File: config.mk
export PLATFORM = sky130hd
export DESIGN_NAME = websocket_frame_deframer_unit
export DESIGN_NICKNAME = d
export VERILOG_FILES = /design/src/hdl/wsd_pkg.sv /design/src/hdl/wsd_in_stage.sv /design/src/hdl/wsd_parser.sv /design/src/hdl/wsd_out_stage.sv /design/src/hdl/websocket_frame_deframer_unit.sv
export SDC_FILE = /design/constraint.sdc
export NUM_CORES = 1
export LEC_CHECK = 0
export BUFFER_PORTS_ARGS = -buffer_cell sky130_fd_sc_hd__buf_2
export CAP_MARGIN = 25
export CORE_UTILIZATION = 30
export CTS_CLUSTER_SIZE = 40
export DETAILED_ROUTE_END_ITERATION = 8
export SETUP_SLACK_MARGIN = 0.3
export SKIP_CTS_REPAIR_TIMING = 1
export SYNTH_ARGS = -nofsm -noshare
export SYNTH_HDL_FRONTEND = slang
export SYNTH_HIERARCHICAL = 1
export SYNTH_SLANG_ARGS = --single-unit
File: constraint.sdc
create_clock -name clk -period 2.5 [get_ports clk]
set_input_delay 0.5 -clock clk [delete_from_list [all_inputs] [get_ports clk]]
set_output_delay 0.5 -clock clk [all_outputs]
set_load 0.02 [all_outputs]
File: src/hdl/wsd_pkg.sv
// shared types and constants for the websocket frame deframer
`default_nettype none
package wsd_pkg;

	// header parse phase
	typedef enum logic [2:0] {
		PH_FIRST   = 3'd0,
		PH_SECOND  = 3'd1,
		PH_EXTLEN  = 3'd2,
		PH_MASK    = 3'd3,
		PH_PAYLOAD = 3'd4
	} wsd_phase_t;

	// length encoding of the current frame
	typedef enum logic [1:0] {
		LF_7  = 2'd0,
		LF_16 = 2'd1,
		LF_64 = 2'd2
	} wsd_len_form_t;

	localparam logic [7:0] MASK_BIT  = 8'h80;
	localparam logic [6:0] LEN_IS_16 = 7'd126;
	localparam logic [6:0] LEN_IS_64 = 7'd127;

	localparam logic [3:0] EXT16_BYTES = 4'd2;
	localparam logic [3:0] EXT64_BYTES = 4'd8;
	localparam logic [3:0] KEY_BYTES   = 4'd4;

	// one result item from the parser
	typedef struct packed {
		logic       valid;
		logic [7:0] data;
		logic       last;
		logic       empty;
	} wsd_result_t;

endpackage
`default_nettype wire

File: src/hdl/wsd_in_stage.sv
// input register stage with handshake toward the upstream side
`default_nettype none
module wsd_in_stage (
	input  wire logic       clk,
	input  wire logic       arst_n,
	input  wire logic       in_valid,
	output logic            in_ready,
	input  wire logic [7:0] in_byte,
	input  wire logic       out_free,
	output logic            advance,
	output logic [7:0]      byte_s1
);

	logic valid_s1;

	// the held item moves on whenever the result register can take it
	assign advance  = valid_s1 && out_free;
	assign in_ready = !valid_s1 || advance;

	always_ff @(posedge clk or negedge arst_n) begin
		if (!arst_n) begin
			valid_s1 <= 1'b0;
		end else if (in_ready) begin
			valid_s1 <= in_valid;
		end
	end

	// payload capture
	always_ff @(posedge clk) begin
		if (in_ready && in_valid) begin
			byte_s1 <= in_byte;
		end
	end

endmodule
`default_nettype wire

File: src/hdl/wsd_parser.sv
// frame header parser, length counter and payload unmasking
`default_nettype none
module wsd_parser (
	input  wire logic         clk,
	input  wire logic         arst_n,
	input  wire logic         advance,
	input  wire logic [7:0]   byte_s1,
	output wsd_pkg::wsd_result_t result
);

	wsd_pkg::wsd_phase_t    phase_q, phase_d;
	wsd_pkg::wsd_len_form_t form_q, form_d;
	logic [3:0]  hpos_q, hpos_d, hpos_inc;
	logic [63:0] remain_q, remain_d;
	logic        mask_q, mask_d;
	logic [31:0] key_q, key_d;
	logic [1:0]  kidx_q, kidx_d;
	logic [7:0]  key_byte;
	logic [3:0]  ext_need;

	assign hpos_inc = hpos_q + 4'd1;
	assign ext_need = (form_q == wsd_pkg::LF_16) ? wsd_pkg::EXT16_BYTES : wsd_pkg::EXT64_BYTES;

	// key byte for the current payload byte, first key byte highest
	always_comb begin
		case (kidx_q)
			2'd0:    key_byte = key_q[31:24];
			2'd1:    key_byte = key_q[23:16];
			2'd2:    key_byte = key_q[15:8];
			default: key_byte = key_q[7:0];
		endcase
	end

	// next state and result
	always_comb begin
		phase_d  = phase_q;
		form_d   = form_q;
		hpos_d   = hpos_q;
		remain_d = remain_q;
		mask_d   = mask_q;
		key_d    = key_q;
		kidx_d   = kidx_q;
		result   = '0;
		unique case (phase_q)
			wsd_pkg::PH_SECOND: begin
				mask_d = (byte_s1 & wsd_pkg::MASK_BIT) != 8'd0;
				key_d  = '0;
				hpos_d = '0;
				if (byte_s1[6:0] == wsd_pkg::LEN_IS_16) begin
					form_d   = wsd_pkg::LF_16;
					remain_d = '0;
					phase_d  = wsd_pkg::PH_EXTLEN;
				end else if (byte_s1[6:0] == wsd_pkg::LEN_IS_64) begin
					form_d   = wsd_pkg::LF_64;
					remain_d = '0;
					phase_d  = wsd_pkg::PH_EXTLEN;
				end else begin
					form_d   = wsd_pkg::LF_7;
					remain_d = {57'd0, byte_s1[6:0]};
					if (mask_d) begin
						phase_d = wsd_pkg::PH_MASK;
					end else begin
						kidx_d = '0;
						if (remain_d == 64'd0) begin
							result  = '{valid: 1'b1, data: 8'd0, last: 1'b1, empty: 1'b1};
							phase_d = wsd_pkg::PH_FIRST;
						end else begin
							phase_d = wsd_pkg::PH_PAYLOAD;
						end
					end
				end
			end
			wsd_pkg::PH_EXTLEN: begin
				remain_d = {remain_q[55:0], byte_s1};
				hpos_d   = hpos_inc;
				if (hpos_inc >= ext_need) begin
					hpos_d = '0;
					if (mask_q) begin
						phase_d = wsd_pkg::PH_MASK;
					end else begin
						kidx_d = '0;
						if (remain_d == 64'd0) begin
							result  = '{valid: 1'b1, data: 8'd0, last: 1'b1, empty: 1'b1};
							phase_d = wsd_pkg::PH_FIRST;
						end else begin
							phase_d = wsd_pkg::PH_PAYLOAD;
						end
					end
				end
			end
			wsd_pkg::PH_MASK: begin
				key_d  = {key_q[23:0], byte_s1};
				hpos_d = hpos_inc;
				if (hpos_inc >= wsd_pkg::KEY_BYTES) begin
					hpos_d = '0;
					kidx_d = '0;
					if (remain_q == 64'd0) begin
						result  = '{valid: 1'b1, data: 8'd0, last: 1'b1, empty: 1'b1};
						phase_d = wsd_pkg::PH_FIRST;
					end else begin
						phase_d = wsd_pkg::PH_PAYLOAD;
					end
				end
			end
			wsd_pkg::PH_PAYLOAD: begin
				kidx_d       = kidx_q + 2'd1;
				remain_d     = remain_q - 64'd1;
				result.valid = 1'b1;
				result.data  = mask_q ? (byte_s1 ^ key_byte) : byte_s1;
				result.last  = (remain_q == 64'd1);
				if (remain_q == 64'd1) begin
					phase_d = wsd_pkg::PH_FIRST;
				end
			end
			default: begin
				// first header byte, and unused codes, carry nothing we keep
				phase_d = wsd_pkg::PH_SECOND;
				hpos_d  = '0;
			end
		endcase
		if (!advance) begin
			result.valid = 1'b0;
		end
	end

	// state registers
	always_ff @(posedge clk or negedge arst_n) begin
		if (!arst_n) begin
			phase_q  <= wsd_pkg::PH_FIRST;
			form_q   <= wsd_pkg::LF_7;
			hpos_q   <= '0;
			remain_q <= '0;
			mask_q   <= 1'b0;
			key_q    <= '0;
			kidx_q   <= '0;
		end else if (advance) begin
			phase_q  <= phase_d;
			form_q   <= form_d;
			hpos_q   <= hpos_d;
			remain_q <= remain_d;
			mask_q   <= mask_d;
			key_q    <= key_d;
			kidx_q   <= kidx_d;
		end
	end

endmodule
`default_nettype wire

File: src/hdl/wsd_out_stage.sv
// result register toward the downstream side
`default_nettype none
module wsd_out_stage (
	input  wire logic                clk,
	input  wire logic                arst_n,
	input  wire logic                advance,
	input  wire wsd_pkg::wsd_result_t result,
	output logic                     out_free,
	output logic                     out_valid,
	input  wire logic                out_ready,
	output logic [7:0]               out_data,
	output logic                     out_last,
	output logic                     out_empty
);

	logic out_valid_q;

	assign out_free  = !out_valid_q || out_ready;
	assign out_valid = out_valid_q;

	// valid flag: loaded on advance, cleared once taken
	always_ff @(posedge clk or negedge arst_n) begin
		if (!arst_n) begin
			out_valid_q <= 1'b0;
		end else if (advance) begin
			out_valid_q <= result.valid;
		end else if (out_ready) begin
			out_valid_q <= 1'b0;
		end
	end

	// result payload
	always_ff @(posedge clk) begin
		if (advance && result.valid) begin
			out_data  <= result.data;
			out_last  <= result.last;
			out_empty <= result.empty;
		end
	end

endmodule
`default_nettype wire

File: src/hdl/websocket_frame_deframer_unit.sv
// A payload byte is offered on the master side after the input register and the result register.
// Throughput: one byte per cycle while the master side does not stall, set by the header
// and length update in the parser between the input register and the result register.
// Header bytes give no item, except the one that ends the header of an empty frame.
// Reset (arst_n low, asynchronous) returns the parser to the first header byte
// and empties both registers.
`default_nettype none
module websocket_frame_deframer_unit (
	input  wire logic       clk,
	input  wire logic       arst_n,
	input  wire logic       s_axis_tvalid,
	output logic            s_axis_tready,
	input  wire logic [7:0] s_axis_tdata,  // [7:0] in_byte
	output logic            m_axis_tvalid,
	input  wire logic       m_axis_tready,
	output logic [7:0]      m_axis_tdata,  // [7:0] payload_byte
	output logic            m_axis_tlast,
	output logic            m_axis_tuser   // [0] empty_message
);

	logic                 advance;
	logic                 out_free;
	logic [7:0]           byte_s1;
	wsd_pkg::wsd_result_t result;

	wsd_in_stage u_in (
		.clk      (clk),
		.arst_n   (arst_n),
		.in_valid (s_axis_tvalid),
		.in_ready (s_axis_tready),
		.in_byte  (s_axis_tdata),
		.out_free (out_free),
		.advance  (advance),
		.byte_s1  (byte_s1)
	);

	wsd_parser u_parser (
		.clk     (clk),
		.arst_n  (arst_n),
		.advance (advance),
		.byte_s1 (byte_s1),
		.result  (result)
	);

	wsd_out_stage u_out (
		.clk       (clk),
		.arst_n    (arst_n),
		.advance   (advance),
		.result    (result),
		.out_free  (out_free),
		.out_valid (m_axis_tvalid),
		.out_ready (m_axis_tready),
		.out_data  (m_axis_tdata),
		.out_last  (m_axis_tlast),
		.out_empty (m_axis_tuser)
	);

endmodule
`default_nettype wire

==> impl_metrics.py <==
metrics = {
    "run_status": {
        "status": "finished, final reports clean",
    },
    "finish": {
        "syn_to_final_growth_pct": 31.9,
        "nets": 994,
        "n_antenna_cell": 0,
        "drive_above_1_share": 0.288,
        "layout_common_cells": "nand2_1 (132), o21ai_0 (114), dfrtp_1 (106)",
        "fillCellCount": 2345,
        "instances_no_fill": 1310,
        "final_common_cell": "nand2_1",
    },
    "floorplanning": {
        "io_pins": 24,
        "fp.dieW_um": 160,
        "initial_utilization": 0.307,
        "dieArea_um2": 25700,
        "die_y_um": 160,
        "rows": 57,
        "coreArea_um2": 24500,
    },
    "global_routing": {
        "grt_max_degree": 111,
        "grt-ovfl-total": 0,
        "grtUsageTotal": 0.177,
        "antenna_found_initial": 0,
        "grt_pass1_wl_um": 36200,
        "first_global_vias": 6693,
    },
    "cts": {
        "clkTransAtPathRegs_ns": 0.06,
        "clockBufferDepth": 2,
        "clk-insertion-delay-late_ns": 0.43,
        "cts_buffers": 17,
        "clock-sinks": 128,
        "cts_tree": "built",
        "root_buffer": "clkbuf_16",
        "htreeDepth": 4,
    },
    "route": {
        "vias": 7380,
        "vias_per_cell": 5.63,
        "top_layer": "met4",
        "routed_wl_um": 23000,
        "drt-initial-drc-count": 792,
        "drc": 0,
        "antenna_left": 0,
        "wl_met2_um": 10500,
        "wire_per_inst_um": 17.6,
        "wirelength_met1_um": 10500,
        "met3WireLength_um": 1410,
        "drt_first_pass_iters": 6,
    },
    "yosys": {
        "synthCells": 868,
        "synthesis.nets": 889,
        "yosysWarnings": 6,
        "synthFlopType": "dfrtp_1",
        "synth_seq_area_share": 0.438,
        "yosys_register_bits": 128,
        "synth_edf_count": 18,
        "synthArstFlopShare": 0.859,
        "synth.distinct_cells": 76,
        "syn-cell-area_um2": 7520,
        "avgSynthCellArea_um2": 8.66,
    },
    "timing": {
        "slew_headroom": 0.577,
        "max_clock_freq_ghz": 0.420,
        "worst_pin_slew_ns": 0.630,
        "tns_ns": 0,
        "setup_violations": 0,
        "fin_crit_ns": 2.38,
        "fin_crit_sh": 0.952,
        "drv_slew": 0,
        "finalHoldViolations": 0,
        "rsz0062_at_grt": "yes",
        "fin_skew_ns": 0.00929,
    },
    "min_path": {
        "hold_path_class": "in2async",
    },
    "setup_path": {
        "end_kind": "flip-flop",
        "crit_chain": "buf_6 > or4_4 > nor4_4 > nand2_2 > nor4_4 > buf_4 > a22oi_2 > o22ai_1",
        "crit_top_cell": "nor4_4",
        "critical_path_class": "reg2reg",
        "crit_fanout": 5,
        "worst_path_max_delay_cell": "or4_4",
        "critPathMaxStageDelay_ns": 0.58,
        "crit_arrival_ns": 2.72,
        "cp-start-kind": "flip-flop",
        "crit_required_ns": 2.85,
    },
    "power_and_ir_drop": {
        "power_frac_clock": 0.266,
        "p_seq_frac": 0.307,
        "netSwitchingFraction": 0.415,
        "finalPower_mw": 9.16,
        "power_density_nw_per_um2": 924,
        "p_int_mw": 5.36,
        "leakagePower_nw": 4.05,
        "p_sw_mw": 3.81,
        "combPwrFrac": 0.428,
        "vdd_drop_max_mv": 0.523,
    },
    "placed_design": {
        "hpwl_um": 15400,
        "finalWeightedCongestion": 0.920,
        "io_buffers": 23,
        "dp_cells": 1244,
    },
    "run": {
        "drv_cap": 0,
    },
}
==> flip-flops by register name (all words and copies together), names as in the netlist, 2 cells and up <==
signal / cells
u_parser/remain_q: 64
u_parser/key_q: 32
u_in/byte_s1: 8
u_out/out_data: 8
u_parser/hpos_q: 4
u_parser/phase_q: 3
u_parser/form_q: 2
u_parser/kidx_q: 2
==> Yosys cell counts (5+ instances only) <==
cell | number | share of area
a21oi_1 | 52 | 0.035
nor4_2 | 5 | 0.0083
o21ai_1 | 9 | 0.0060
a22oi_1 | 16 | 0.016
nor4_1 | 17 | 0.014
nand3_1 | 14 | 0.0093
edfxtp_1 | 18 | 0.072
inv_1 | 14 | 0.0070
nor2_1 | 68 | 0.034
a41oi_1 | 5 | 0.0058
a31oi_1 | 10 | 0.0083
nand2b_1 | 6 | 0.0050
xor2_1 | 9 | 0.010
nand2_1 | 135 | 0.067
o21ai_0 | 141 | 0.094
dfrtp_1 | 110 | 0.37
nor3b_1 | 5 | 0.0050
clkbuf_1 | 45 | 0.022
buf_1 | 5 | 0.0025
buf_2 | 5 | 0.0033
a32oi_1 | 19 | 0.022
nand4_1 | 7 | 0.0058
ha_1 | 9 | 0.015
nor3_1 | 35 | 0.023
nor4_4 | 6 | 0.017
a222oi_1 | 8 | 0.011
or3_1 | 6 | 0.0050
==> cell families after synthesis <==
family | count (synthesis) | synth area share
AO/OA/AOI/OAI | 304 | 0.249
XOR/XNOR | 10 | 0.0117
adder cells (fa/ha/maj) | 9 | 0.0150
buffers and inverters | 70 | 0.0368
flip-flops | 128 | 0.438
multiplexers | 2 | 0.00300
AND/OR/NAND/NOR | 345 | 0.247
==> power groups by stage <==
stage / combinational (mW) / sequential (mW) / clock, mW
after floorplan: 2.11 / 2.69 / 0
after global placement: 3.21 / 2.80 / 0
after detailed placement: 3.21 / 2.80 / 0
after CTS: 3.22 / 2.77 / 2.47
after global routing: 4.23 / 2.85 / 2.54
final: 3.92 / 2.81 / 2.43
==> critical path, delay by kind of cell, from the launching register on <==
family	cells	cell delay [ns]
and+or+nand+nor	4	1.35
DFF	1	0.42
AOI/OAI and AO/OA	2	0.21
buffers and inverters	2	0.30
==> path summary, 6_finish.rpt <==
check                                            startpoint                                 to  slack (ns)  cells past startpoint
max                        u_parser/remain_q[8]$_DFFE_PN0P_  u_parser/remain_q[56]$_DFFE_PN0P_        0.12                      8
min                                                  arst_n     u_parser/key_q[22]$_DFFE_PN0P_        0.15                      2
max reg2reg                u_parser/remain_q[8]$_DFFE_PN0P_  u_parser/remain_q[56]$_DFFE_PN0P_        0.12                      8
min reg2reg                  u_parser/key_q[29]$_DFFE_PN0P_     u_parser/key_q[29]$_DFFE_PN0P_        0.49                      2
max in group asynchronous                            arst_n   u_parser/remain_q[0]$_DFFE_PN0P_        1.87                      2
min in group clk                            s_axis_tdata[2]          u_in/byte_s1[2]$_DFFE_PP_        0.25                      1
==> area by class of cell <==
class                           count  area (um^2)  share of cell area
Inverter                           14         55.1             0.00555
Clock inverter                     12          111              0.0112
Clock buffer                       20          467              0.0471
Tap cell                          324          405              0.0409
Sequential cell                   128         3300               0.333
Multi-Input combinational cell    670         4470               0.451
Timing Repair Buffer              142         1110               0.112
==> per-stage QoR <==
step	worst slack, ns	utilization	hold WS (ns)	instance area, um^2
2_1_floorplan	0.306	-	0.204	7590
3_3_place_gp	0.172	0.351	0.466	8580
3_5_place_dp	0.143	0.351	0.481	8580
4_1_cts	0.131	0.375	0.198	9160
5_1_grt	0.0272	0.405	0.219	9910
6_report	0.121	0.405	0.150	9910
==> routing by layer <==
metal / vias up / track usage
li1: 3442 / -
met1: 3578 / 0.253
met2: 312 / 0.268
met3: 48 / 0.0288
met4: 0 / 0.0645
met5: - / 0
Note: power is estimated with default switching activity, not from simulation.
